==> config.mk <==
export PLATFORM = sky130hd
export DESIGN_NAME = frame_header_parser_ip_checksum
export DESIGN_NICKNAME = d
export VERILOG_FILES = /design/src/hw/rtl/fhp_pkg.sv /design/src/hw/rtl/fhp_parse.sv /design/src/hw/rtl/frame_header_parser_ip_checksum.sv
export SDC_FILE = /design/constraint.sdc
export NUM_CORES = 1
export LEC_CHECK = 0
export ABC_AREA = 1
export BUFFER_PORTS_ARGS = -buffer_cell sky130_fd_sc_hd__buf_4
export CELL_PAD_IN_SITES_DETAIL_PLACEMENT = 2
export CELL_PAD_IN_SITES_GLOBAL_PLACEMENT = 2
export CORE_MARGIN = 3
export CORE_UTILIZATION = 36
export DETAILED_ROUTE_END_ITERATION = 16
export PLACE_DENSITY = 0.87
export SYNTH_ARGS = -nofsm -noshare
export SYNTH_HDL_FRONTEND = slang
export SYNTH_HIERARCHICAL = 1
export SYNTH_SLANG_ARGS = --single-unit
==> constraint.sdc <==
create_clock -name clk -period 13.8 [get_ports clk]
set_input_delay 2.76 -clock clk [delete_from_list [all_inputs] [get_ports clk]]
set_output_delay 2.76 -clock clk [all_outputs]
set_load 0.01 [all_outputs]
==> src/hw/rtl/fhp_pkg.sv <==
// shared types, constants and result codes for the frame header parser
package fhp_pkg;

	// default frame length limit, in bytes
	localparam int unsigned MAX_FRAME_BYTES_DEF = 2048;

	// ethertypes
	localparam logic [15:0] ETH_TYPE_VLAN = 16'h8100;
	localparam logic [15:0] ETH_TYPE_IPV4 = 16'h0800;
	localparam logic [15:0] ETH_TYPE_IPV6 = 16'h86dd;

	// ip protocol numbers with a known transport header length
	localparam logic [7:0] PROTO_ICMP = 8'd1;
	localparam logic [7:0] PROTO_IGMP = 8'd2;
	localparam logic [7:0] PROTO_TCP  = 8'd6;
	localparam logic [7:0] PROTO_UDP  = 8'd17;

	// header offsets and lengths in bytes
	localparam logic [6:0] L3_OFFSET_PLAIN = 7'd14;
	localparam logic [6:0] L3_OFFSET_VLAN  = 7'd18;
	localparam logic [6:0] IPV6_HDR_LEN    = 7'd40;
	localparam logic [6:0] SHORT_L4_LEN    = 7'd8;
	localparam logic [6:0] TCP_HDR_LEN     = 7'd20;

	// result status codes
	localparam logic [1:0] STATUS_OK         = 2'd0;
	localparam logic [1:0] STATUS_BAD_TYPE   = 2'd1;
	localparam logic [1:0] STATUS_BAD_PROTO  = 2'd2;
	localparam logic [1:0] STATUS_TRUNCATED  = 2'd3;

	// one input transaction
	typedef struct packed {
		logic [7:0] data_byte;
		logic       last_byte;
	} fhp_in_t;

	// one result transaction
	typedef struct packed {
		logic [15:0] ether_type;
		logic        vlan_present;
		logic [7:0]  ip_protocol;
		logic [6:0]  l3_offset;
		logic [6:0]  l4_offset;
		logic [6:0]  payload_offset;
		logic [15:0] header_checksum;
		logic [11:0] frame_length;
		logic [1:0]  status;
	} fhp_out_t;

endpackage

==> src/hw/rtl/fhp_parse.sv <==
// per-byte header state, checksum accumulation and end-of-frame result
module fhp_parse #(
	parameter int unsigned MAX_FRAME_BYTES = fhp_pkg::MAX_FRAME_BYTES_DEF
) (
	input  logic             clk,
	input  logic             arst_n,
	input  logic             step,
	input  fhp_pkg::fhp_in_t in_item,
	output fhp_pkg::fhp_out_t result
);
	import fhp_pkg::*;

	localparam int unsigned CNT_W = $clog2(MAX_FRAME_BYTES + 1);
	localparam logic [CNT_W-1:0] CNT_MAX = CNT_W'(MAX_FRAME_BYTES);

	// end-around carry fold of an 18-bit partial sum
	function automatic logic [16:0] fold16(input logic [17:0] x);
		return {1'b0, x[15:0]} + 17'(x[17:16]);
	endfunction

	logic [CNT_W-1:0] cnt_q, cnt_n;
	logic [15:0]      type_q, type_n;
	logic             tag_q, tag_n;
	logic [7:0]       proto_q, proto_n;
	logic [3:0]       ihl_q, ihl_n;
	logic [16:0]      sum_q, sum_n;
	logic [7:0]       hh_q, hh_n;

	logic [6:0]       l3_n;
	logic [CNT_W-1:0] hdr_off;
	logic [5:0]       hdr_pos;
	logic [5:0]       hlen_n;
	logic [7:0]       hdr_val;

	// state update for the byte in flight
	always_comb begin
		cnt_n   = cnt_q;
		type_n  = type_q;
		tag_n   = tag_q;
		proto_n = proto_q;
		ihl_n   = ihl_q;
		sum_n   = sum_q;
		hh_n    = hh_q;
		l3_n    = tag_q ? L3_OFFSET_VLAN : L3_OFFSET_PLAIN;
		hdr_off = cnt_q - CNT_W'(l3_n);
		hdr_pos = hdr_off[5:0];
		hlen_n  = {ihl_q, 2'b00};
		hdr_val = in_item.data_byte;
		if (cnt_q < CNT_MAX) begin
			// outer ethertype, then the inner one behind a single vlan tag
			if (cnt_q == CNT_W'(12)) type_n = {in_item.data_byte, 8'h00};
			if (cnt_q == CNT_W'(13)) begin
				type_n = {type_q[15:8], in_item.data_byte};
				if (type_n == ETH_TYPE_VLAN) tag_n = 1'b1;
			end
			if (tag_n && cnt_q == CNT_W'(16)) type_n = {in_item.data_byte, 8'h00};
			if (tag_n && cnt_q == CNT_W'(17)) type_n = {type_q[15:8], in_item.data_byte};
			l3_n    = tag_n ? L3_OFFSET_VLAN : L3_OFFSET_PLAIN;
			hdr_off = cnt_q - CNT_W'(l3_n);
			hdr_pos = hdr_off[5:0];
			// ipv4 header fields and checksum words
			if (type_n == ETH_TYPE_IPV4 && cnt_q >= CNT_W'(l3_n) && hdr_off < CNT_W'(64)) begin
				if (hdr_pos == 6'd0) ihl_n = in_item.data_byte[3:0];
				if (hdr_pos == 6'd9) proto_n = in_item.data_byte;
				hlen_n = {ihl_n, 2'b00};
				if (hdr_pos < hlen_n) begin
					// checksum field itself counts as zero
					if (hdr_pos == 6'd10 || hdr_pos == 6'd11) hdr_val = 8'h00;
					if (!hdr_pos[0]) begin
						hh_n = hdr_val;
					end else begin
						sum_n = fold16({1'b0, sum_q} + {2'b00, hh_q, hdr_val});
					end
				end
			end
			cnt_n = cnt_q + CNT_W'(1);
		end
	end

	logic             is_v4;
	logic             is_v6;
	logic [5:0]       hlen_r;
	logic [6:0]       l4_r;
	logic [6:0]       pay_r;
	logic [1:0]       status_r;
	logic [CNT_W-1:0] hb_diff;
	logic             odd_tail;
	logic [16:0]      sum_t;
	logic [16:0]      sum_f;

	// frame summary from the state after this byte
	always_comb begin
		is_v4    = (type_n == ETH_TYPE_IPV4);
		is_v6    = (type_n == ETH_TYPE_IPV6);
		hlen_r   = {ihl_n, 2'b00};
		hb_diff  = cnt_n - CNT_W'(l3_n);
		odd_tail = (cnt_n > CNT_W'(l3_n)) && (hb_diff < CNT_W'(hlen_r)) && hb_diff[0];
		sum_t    = odd_tail ? fold16({1'b0, sum_n} + {2'b00, hh_n, 8'h00}) : sum_n;
		sum_f    = fold16({1'b0, fold16({1'b0, sum_t})});
		status_r = STATUS_OK;
		if (is_v4) begin
			l4_r = l3_n + {1'b0, hlen_r};
			if (proto_n == PROTO_ICMP || proto_n == PROTO_IGMP || proto_n == PROTO_UDP) begin
				pay_r = l4_r + SHORT_L4_LEN;
			end else if (proto_n == PROTO_TCP) begin
				pay_r = l4_r + TCP_HDR_LEN;
			end else begin
				pay_r    = l4_r;
				status_r = STATUS_BAD_PROTO;
			end
		end else if (is_v6) begin
			l4_r  = l3_n + IPV6_HDR_LEN;
			pay_r = l4_r;
		end else begin
			l4_r     = l3_n;
			pay_r    = l3_n;
			status_r = STATUS_BAD_TYPE;
		end
		// truncation overrides the other codes
		if (cnt_n < CNT_W'(pay_r)) status_r = STATUS_TRUNCATED;

		result.ether_type      = type_n;
		result.vlan_present    = tag_n;
		result.ip_protocol     = is_v4 ? proto_n : 8'h00;
		result.l3_offset       = l3_n;
		result.l4_offset       = l4_r;
		result.payload_offset  = pay_r;
		result.header_checksum = is_v4 ? ~sum_f[15:0] : 16'h0000;
		result.frame_length    = 12'(cnt_n);
		result.status          = status_r;
	end

	// state registers, cleared after the last byte of each frame
	always_ff @(posedge clk or negedge arst_n) begin
		if (!arst_n) begin
			cnt_q   <= '0;
			type_q  <= '0;
			tag_q   <= 1'b0;
			proto_q <= '0;
			ihl_q   <= '0;
			sum_q   <= '0;
			hh_q    <= '0;
		end else if (step) begin
			if (in_item.last_byte) begin
				cnt_q   <= '0;
				type_q  <= '0;
				tag_q   <= 1'b0;
				proto_q <= '0;
				ihl_q   <= '0;
				sum_q   <= '0;
				hh_q    <= '0;
			end else begin
				cnt_q   <= cnt_n;
				type_q  <= type_n;
				tag_q   <= tag_n;
				proto_q <= proto_n;
				ihl_q   <= ihl_n;
				sum_q   <= sum_n;
				hh_q    <= hh_n;
			end
		end
	end

endmodule

==> src/hw/rtl/frame_header_parser_ip_checksum.sv <==
// Ethernet/IPv4 header parser with IPv4 header checksum. One frame byte is
// taken per transaction, in wire order, with last_byte set on the final
// byte; that byte yields one result transaction (ethertype after at most one
// VLAN tag, offsets, protocol, checksum, length, status) and all other bytes
// yield none. A byte is accepted every cycle unless in_stall is raised: it
// passes an input register, then the parse logic updates the per-frame
// state, and a result is held in an output register. Bytes that do not end
// a frame keep flowing while a result waits; only a last byte waits behind
// an untaken result. Bytes past MAX_FRAME_BYTES are counted no further and
// ignored except for last_byte.
module frame_header_parser_ip_checksum #(
	parameter int unsigned MAX_FRAME_BYTES = fhp_pkg::MAX_FRAME_BYTES_DEF
) (
	input  logic              clk,
	input  logic              arst_n,
	input  logic              in_valid,
	output logic              in_stall,
	input  fhp_pkg::fhp_in_t  in_data,
	output logic              out_valid,
	input  logic              out_stall,
	output fhp_pkg::fhp_out_t out_data
);
	import fhp_pkg::*;

	logic     valid_s1;
	fhp_in_t  data_s1;
	logic     advance;
	fhp_out_t result;
	logic     out_valid_q;
	fhp_out_t out_data_q;

	// the stage moves unless a last byte meets a blocked result
	assign advance  = valid_s1 && (!data_s1.last_byte || !out_valid_q || !out_stall);
	assign in_stall = valid_s1 && !advance;

	// input register
	always_ff @(posedge clk or negedge arst_n) begin
		if (!arst_n) begin
			valid_s1 <= 1'b0;
		end else if (!in_stall) begin
			valid_s1 <= in_valid;
		end
	end

	always_ff @(posedge clk) begin
		if (!in_stall && in_valid) begin
			data_s1 <= in_data;
		end
	end

	fhp_parse #(
		.MAX_FRAME_BYTES(MAX_FRAME_BYTES)
	) u_parse (
		.clk    (clk),
		.arst_n (arst_n),
		.step   (advance),
		.in_item(data_s1),
		.result (result)
	);

	// result register
	always_ff @(posedge clk or negedge arst_n) begin
		if (!arst_n) begin
			out_valid_q <= 1'b0;
		end else if (advance && data_s1.last_byte) begin
			out_valid_q <= 1'b1;
		end else if (!out_stall) begin
			out_valid_q <= 1'b0;
		end
	end

	always_ff @(posedge clk) begin
		if (advance && data_s1.last_byte) begin
			out_data_q <= result;
		end
	end

	assign out_valid = out_valid_q;
	assign out_data  = out_data_q;

endmodule

# Word level (Yosys, flattened, before mapping)

Index checks and enable logic that the tools add are counted.

Add/subtract/negate cells: 13
Equality and inequality tests: 16
Order comparisons: 7
Bitwise operators: 1
Reduce and logical (&&, ||, !) cells: 21
Muxes and demuxes: 53

Operator list:

| operator                | number |
|---|---|
| $mux W16                | 7 |
| $mux W8                 | 13 |
| $mux W17                | 6 |
| $mux W7                 | 6 |
| $add A17 B16 Y18        | 2 |
| $add A16 B2 Y17         | 2 |
| $eq A16 B12 Y1 const B  | 2 |
| $eq A16 B16 Y1 const B  | 2 |
| $eq A12 B4 Y1 const B   | 2 |
| $eq A12 B5 Y1 const B   | 2 |
| $mux W12                | 2 |
| $mux W4                 | 6 |
| $sub A12 B7 Y12         | 2 |
| $eq A6 B4 Y1 const B    | 3 |
| $add A16 B1 Y17         | 1 |
| $add A16 B1 Y16         | 1 |
| $not A16 Y16            | 1 |
| $add A12 B1 Y12 const B | 1 |
| $ge A12 B7 Y1           | 1 |
| $gt A12 B7 Y1           | 1 |
| $lt A12 B12 Y1 const B  | 1 |
| $lt A12 B6 Y1           | 1 |
| $lt A12 B7 Y1           | 1 |
| $lt A12 B7 Y1 const B   | 1 |
| 17 further kinds        | 44 |

Output and inout bits: 78
Input bits: 13
Register bits: 153

# Depth between registers and ports, before layout

Depth in word-level cells: 29
Mapped depth: 82

# Modules after synthesis

Netlist, hierarchy kept.

Modules (own cells, without submodules):

| module                          | instances | area an instance (um^2) | seq. area each (um^2) | cells an instance |
|---|---|---|---|---|
| fhp_parse                       | 1         | 8403.1                  | 1651.6                | 1345 |
| frame_header_parser_ip_checksum | 1         | 2658.8                  | 2602.5                | 99 |

# Worst setup path before layout

Ideal clock, no wire load.

Kind: reg2reg
From: reg u_parse.cnt_q[1]
To: reg out_data_q (netlist bit out_data[28]), data pin
Required time: 13543 ps
Buffers on the path: 0
Setup time: 257 ps
Path slack: 2388 ps
Arrival: 11155 ps
Cell stages (with the launch flop): 80
Path through: dfrtp_1 > inv_1 > ha_1 > nand3_1 > nor2_2 > nand2_2 > o21bai_4 > inv_1 > fa_1 > nand3b_1 > nand2_1 > nand2_1 > nand2_1 > inv_1 > nor3_1 > o21ai_0 > inv_1 > nor2_1 > (+44 left out) > ha_1 > ha_1 > nand3_1 > nor2_4 > nand3_2 > nor2_4 > nand2_1 > nor4_1 > ha_1 > ha_1 > and3_1 > nand3_2 > nor2_4 > nand2_2 > nor2_4 > nand2_1 > nor3_1 > nor2_1

Word-level cells in the longest chain between the ends: 23
Elaborated cells between the ends (all ways): 61
Those cells by class: 9 x add/sub; 6 x order compare; 8 x eq/ne; 29 x mux; 1 x bitwise; 8 x reduce/logical

Ends and longest elaborated chain:

| what                   | line                                  | RTL |
|---|---|---|
| from (decl)            | fhp_parse.sv:21                       | `logic [CNT_W-1:0] cnt_q, cnt_n;` |
| from (signal assigned) | fhp_parse.sv:153                      | `cnt_q <= cnt_n;` |
| $eq A12 B4 Y1          | fhp_parse.sv:52                       | `if (cnt_q == CNT_W'(13)) begin` |
| $mux W1                | fhp_parse.sv:52                       |  |
| $mux W1                | fhp_parse.sv:49                       | `if (cnt_q < CNT_MAX) begin` |
| $mux W5                | fhp_parse.sv:58                       | `l3_n = tag_n ? L3_OFFSET_VLAN : L3_OFFSET_PLAIN;` |
| $sub A12 B7 Y12        | fhp_parse.sv:59                       | `hdr_off = cnt_q - CNT_W'(l3_n);` |
| $eq A6 B4 Y1           | fhp_parse.sv:68                       | `if (hdr_pos == 6'd10 \|\| hdr_pos == 6'd11) hdr_val = 8'h00;` |
| $logic_or A1 B1 Y1     | fhp_parse.sv:68                       |  |
| $mux W8                | fhp_parse.sv:68                       |  |
| (+7 left out)          | --                                    |  |
| $mux W17               | fhp_parse.sv:62                       | `if (type_n == ETH_TYPE_IPV4 && cnt_q >= CNT_W'(l3_n) && hdr_off < CNT_W'(64)) begin` |
| $mux W17               | fhp_parse.sv:49                       |  |
| $add A17 B16 Y18       | fhp_parse.sv:98                       | `sum_t = odd_tail ? fold16({1'b0, sum_n} + {2'b00, hh_n, 8'h00}) : sum_n;` |
| $add A16 B2 Y17        | fhp_parse.sv:18                       | `return {1'b0, x[15:0]} + 17'(x[17:16]);` |
| $mux W17               | fhp_parse.sv:98                       |  |
| $add A16 B1 Y17        | fhp_parse.sv:18                       |  |
| $add A16 B1 Y16        | fhp_parse.sv:18                       |  |
| $not A16 Y16           | fhp_parse.sv:128                      | `result.header_checksum = is_v4 ? ~sum_f[15:0] : 16'h0000;` |
| to (signal assigned)   | frame_header_parser_ip_checksum.sv:74 | `out_data_q <= result;` |
| to (decl)              | frame_header_parser_ip_checksum.sv:30 | `fhp_out_t out_data_q;` |

Several ways; a longest one is shown, not always the timed one. The select of a mux whose other input is x is not followed.
A chain may end at the register's enable or synchronous reset.

# Worst setup path after layout

From: reg u_parse.cnt_q[1]
To: reg out_data_q (netlist bit out_data[26]), data pin

The elaborated chain is that of the path after synthesis.

==> results.py <==
metrics = {
    "run_status": {
        "status": "complete, no violations",
    },
    "floorplanning": {
        "die_w_um": 181,
        "die_area_um2": 32900,
        "initial_utilization_pct": 36.9,
        "die_h_um": 181,
        "rows": 63,
        "num_io_pins": 91,
        "core_um2": 30000,
    },
    "synthesis": {
        "synth_ff_type": "edfxtp_1",
        "synth_edf_count": 85,
        "synth_area_leaders": "edfxtp_1 23%, dfrtp_1 15%, nand2_1 11%, inv_1 7.4%, ha_1 6.8%",
        "synth_cells": 1444,
        "ys_seq_area_share_pct": 38.5,
        "netlist_area_um2": 11100,
        "syn_area_per_cell_um2": 7.66,
        "ys_ff_latch": 153,
        "ys_async_sr_fraction_pct": 44.4,
        "synth_area_leader_cell": "edfxtp_1",
        "yosys.area.top_type_share_pct": 23.1,
        "ys_types": 53,
        "yosysWarnings": 6,
    },
    "global_route": {
        "use_met1_pct": 34.1,
        "busiest_layer": "met2",
        "grt_util_met2_pct": 56.1,
        "grt_pass1_vias": 12436,
        "overflow": 0,
        "globalRouteMet3Util_pct": 4.37,
        "grt_pass1_wl_mm": 77.0,
        "grt_max_degree": 69,
        "antenna_found_initial": 1,
        "grt_use_total_pct": 30.3,
    },
    "timing": {
        "maxSlewViolCount": 0,
        "max_freq_mhz": 76.0,
        "fin_crit_ns": 13.16,
        "fin_crit_sh_pct": 95.3,
        "setup-violations-final": 0,
        "clock-skew-final_ns": 0.0306,
        "hold_viol_final": 0,
        "final.setup.worst_slack_ns": 0.644,
        "slew_headroom_pct": 25.0,
        "tightest_slew_ns": 1.12,
    },
    "critical_path": {
        "crit_type": "reg -> reg",
        "r2r_start": "u_parse/cnt_q[1]$_DFFE_PN0P_",
        "worst_path_most_repeated_cell": "nand2_1",
        "ff2ff_setup_slack_ns": 0.64,
        "cp_max_fo": 7,
        "arrival_ns": 13.39,
        "reg2regPathDepth": 81,
        "cp-start-kind": "flop",
        "required_ns": 14.03,
        "end_kind": "flop",
        "slowest_stage": "dfrtp_2",
        "cpPeakStageDelay_ns": 0.47,
        "rr_endpoint": "out_data[26]$_DFFE_PP_",
    },
    "power_and_ir_drop": {
        "p_per_area_nw_per_um2": 89.2,
        "ir_drop_v": 0.0000981,
        "p_leak_nw": 5.98,
    },
    "drt": {
        "vias": 11325,
        "wirelength_mm": 51.5,
        "dr.pass1.iters": 6,
        "drc_errors": 0,
        "vias_per_cell": 5.83,
        "drtIter0Drc": 809,
        "wl_per_cell_um": 26.5,
        "final_antenna_net_count": 0,
    },
    "layout": {
        "final_nets": 1618,
        "fin_util_pct": 43.2,
        "nFillCells": 3474,
        "antennaDiodeCount": 0,
        "drive_gt1_share_pct": 17.6,
        "syn_to_final_growth_pct": 17.0,
    },
    "min_path": {
        "hold_path_end": "u_parse/type_q[2]$_DFFE_PN0P_",
        "min_path_cells": 2,
        "hold_path.class": "reg -> reg",
        "hp-start": "u_parse/type_q[2]$_DFFE_PN0P_",
    },
    "cts": {
        "clkTransAtPathRegs_ns": 0.09,
        "cts_hold_buf": 0,
        "cts_tree": "done",
        "cts.sink_count": 153,
        "cts-htree-levels": 4,
        "cts_inserted_buffers": 17,
        "cts_root_buf": "clkbuf_16",
        "clockBufferDepth": 2,
        "insertion_delay_ns": 0.49,
    },
    "place": {
        "port_buffers": 90,
        "dp_hpwl_mm": 31.8,
        "gp_congestion": 0.880,
        "dpl_worst_slack_ns": -0.162,
    },
    "run": {
        "cap_violations": 0,
    },
}
## Yosys cell counts, drive strengths merged, types with 2 or more instances
cell type / number
a21oi: 51
a21o: 2
buf: 21
nor3: 22
o22ai: 46
edfxtp: 85
o21bai: 4
ha: 60
o21ai: 92
clkbuf: 17
nor4: 10
o31ai: 5
dfrtp: 68
or2: 10
nand3b: 3
xnor2: 13
nand4: 29
nand2: 355
xor2: 28
nor2: 165
a31oi: 3
nand3: 101
conb: 2
fa: 7
inv: 233
o221ai: 2
## timing repair
item | 4_1_cts | 5_1_grt
pin swaps | 1 | 8
gates resized for setup | 6 | 43
buffers inserted | 1 | 10
setup endpoints to repair | 12 | 16
## kinds of logic (layout without fill, tap and decap cells)
logic type	after synthesis	after routing	synth area share, %
buf+inv	272	373	9.83
compound gates	210	210	10.7
other cells	2	8	0.0679
simple gates	699	699	29.6
flops	153	153	38.5
xor+xnor	41	41	3.31
fa+ha+maj	67	67	8.05
## registers in the layout, indices dropped and copies added (netlist names)
name and cells:
u_parse/cnt_q 12, u_parse/type_q 16, u_parse/tag_q 1, out_data 76, u_parse/sum_q 17, out_valid 1
u_parse/proto_q 8, valid_s1 1, data_s1 9, u_parse/hh_q 8, u_parse/ihl_q 4
## per-stage QoR
stage / cells / total power (W) / TNS [ns] / area (um2) / hold WS, ns
after CTS: 1931 / 0.00115 / 0 / 12700 / 0.503
after global routing: 1941 / 0.00118 / -1.22 / 12900 / 0.534
after detailed placement: 1898 / 0.000609 / -0.524 / 12100 / 0.483
after global placement: 1898 / 0.000603 / 0 / 12100 / 0.471
after floorplan: 1450 / 0.000561 / 0 / 11100 / 0.453
final: 1941 / 0.00115 / 0 / 12900 / 0.499
## final cells by class
cell class	count	area, um2	area share, %
multi-input combinational	1025	5910	45.6
sequential	153	4260	32.9
inverter	234	882	6.81
timing repair buffer	107	803	6.20
tap	390	488	3.77
clock buffer	18	429	3.31
clock inverter	14	181	1.40
## critical path: cells and delay by family, from the launching register on
family                     cells  cell delay, ns
AOI/OAI and AO/OA             16            2.15
xor gates and xnor gates       2            0.42
adders and majority gates     12            3.16
buffers and inverters          7            0.71
DFF                            1            0.47
and+or+nand+nor               44            5.91
## metal layers
layer / share of wire (%) / vias up
li1: - / 4907
met1: 38 / 5786
met2: 52 / 441
met3: 4.0 / 189
met4: 5.5 / 2
met5: 0.025 / -
## how the worst max path moves through the flow
stage | start | depth (start not counted) | endpoint | slack (ns)
floorplan | u_parse/cnt_q[1]$_DFFE_PN0P_ | 79 | out_data[28]$_DFFE_PP_ | 2.39
global placement | u_parse/cnt_q[1]$_DFFE_PN0P_ | 79 | out_data[28]$_DFFE_PP_ | 1.05
detailed placement | u_parse/cnt_q[1]$_DFFE_PN0P_ | 79 | out_data[28]$_DFFE_PP_ | -0.16
CTS | u_parse/cnt_q[1]$_DFFE_PN0P_ | 78 | out_data[26]$_DFFE_PP_ | 0.02
global route | u_parse/cnt_q[1]$_DFFE_PN0P_ | 81 | out_data[28]$_DFFE_PP_ | -0.22
finish | u_parse/cnt_q[1]$_DFFE_PN0P_ | 81 | out_data[26]$_DFFE_PP_ | 0.64
## power by group
part | internal, W | total [W] | switching [W] | leakage [nW]
sequential | 0.000498 | 0.000510 | 0.0000126 | 1.73
clock | 0.000290 | 0.000539 | 0.000249 | 0.298
combinational | 0.0000326 | 0.000105 | 0.0000726 | 3.95
## placed cells by master (no fill, tap or decap), drive strengths merged, types with 2 or more instances in the layout
master  instances
nand2         355
inv           240
nor2          165
buf           107
nand3         101
o21ai          92
edfxtp         85
dfrtp          68
ha             60
a21oi          51
o22ai          46
nand4          29
xor2           28
nor3           22
clkbuf         18
xnor2          13
nor4           10
or2            10
conb            8
fa              7
o31ai           5
o21bai          4
clkinv          4
bufinv          3
nand3b          3
a31oi           3
o221ai          2
a21o            2
(Power assumes the default switching activity.)
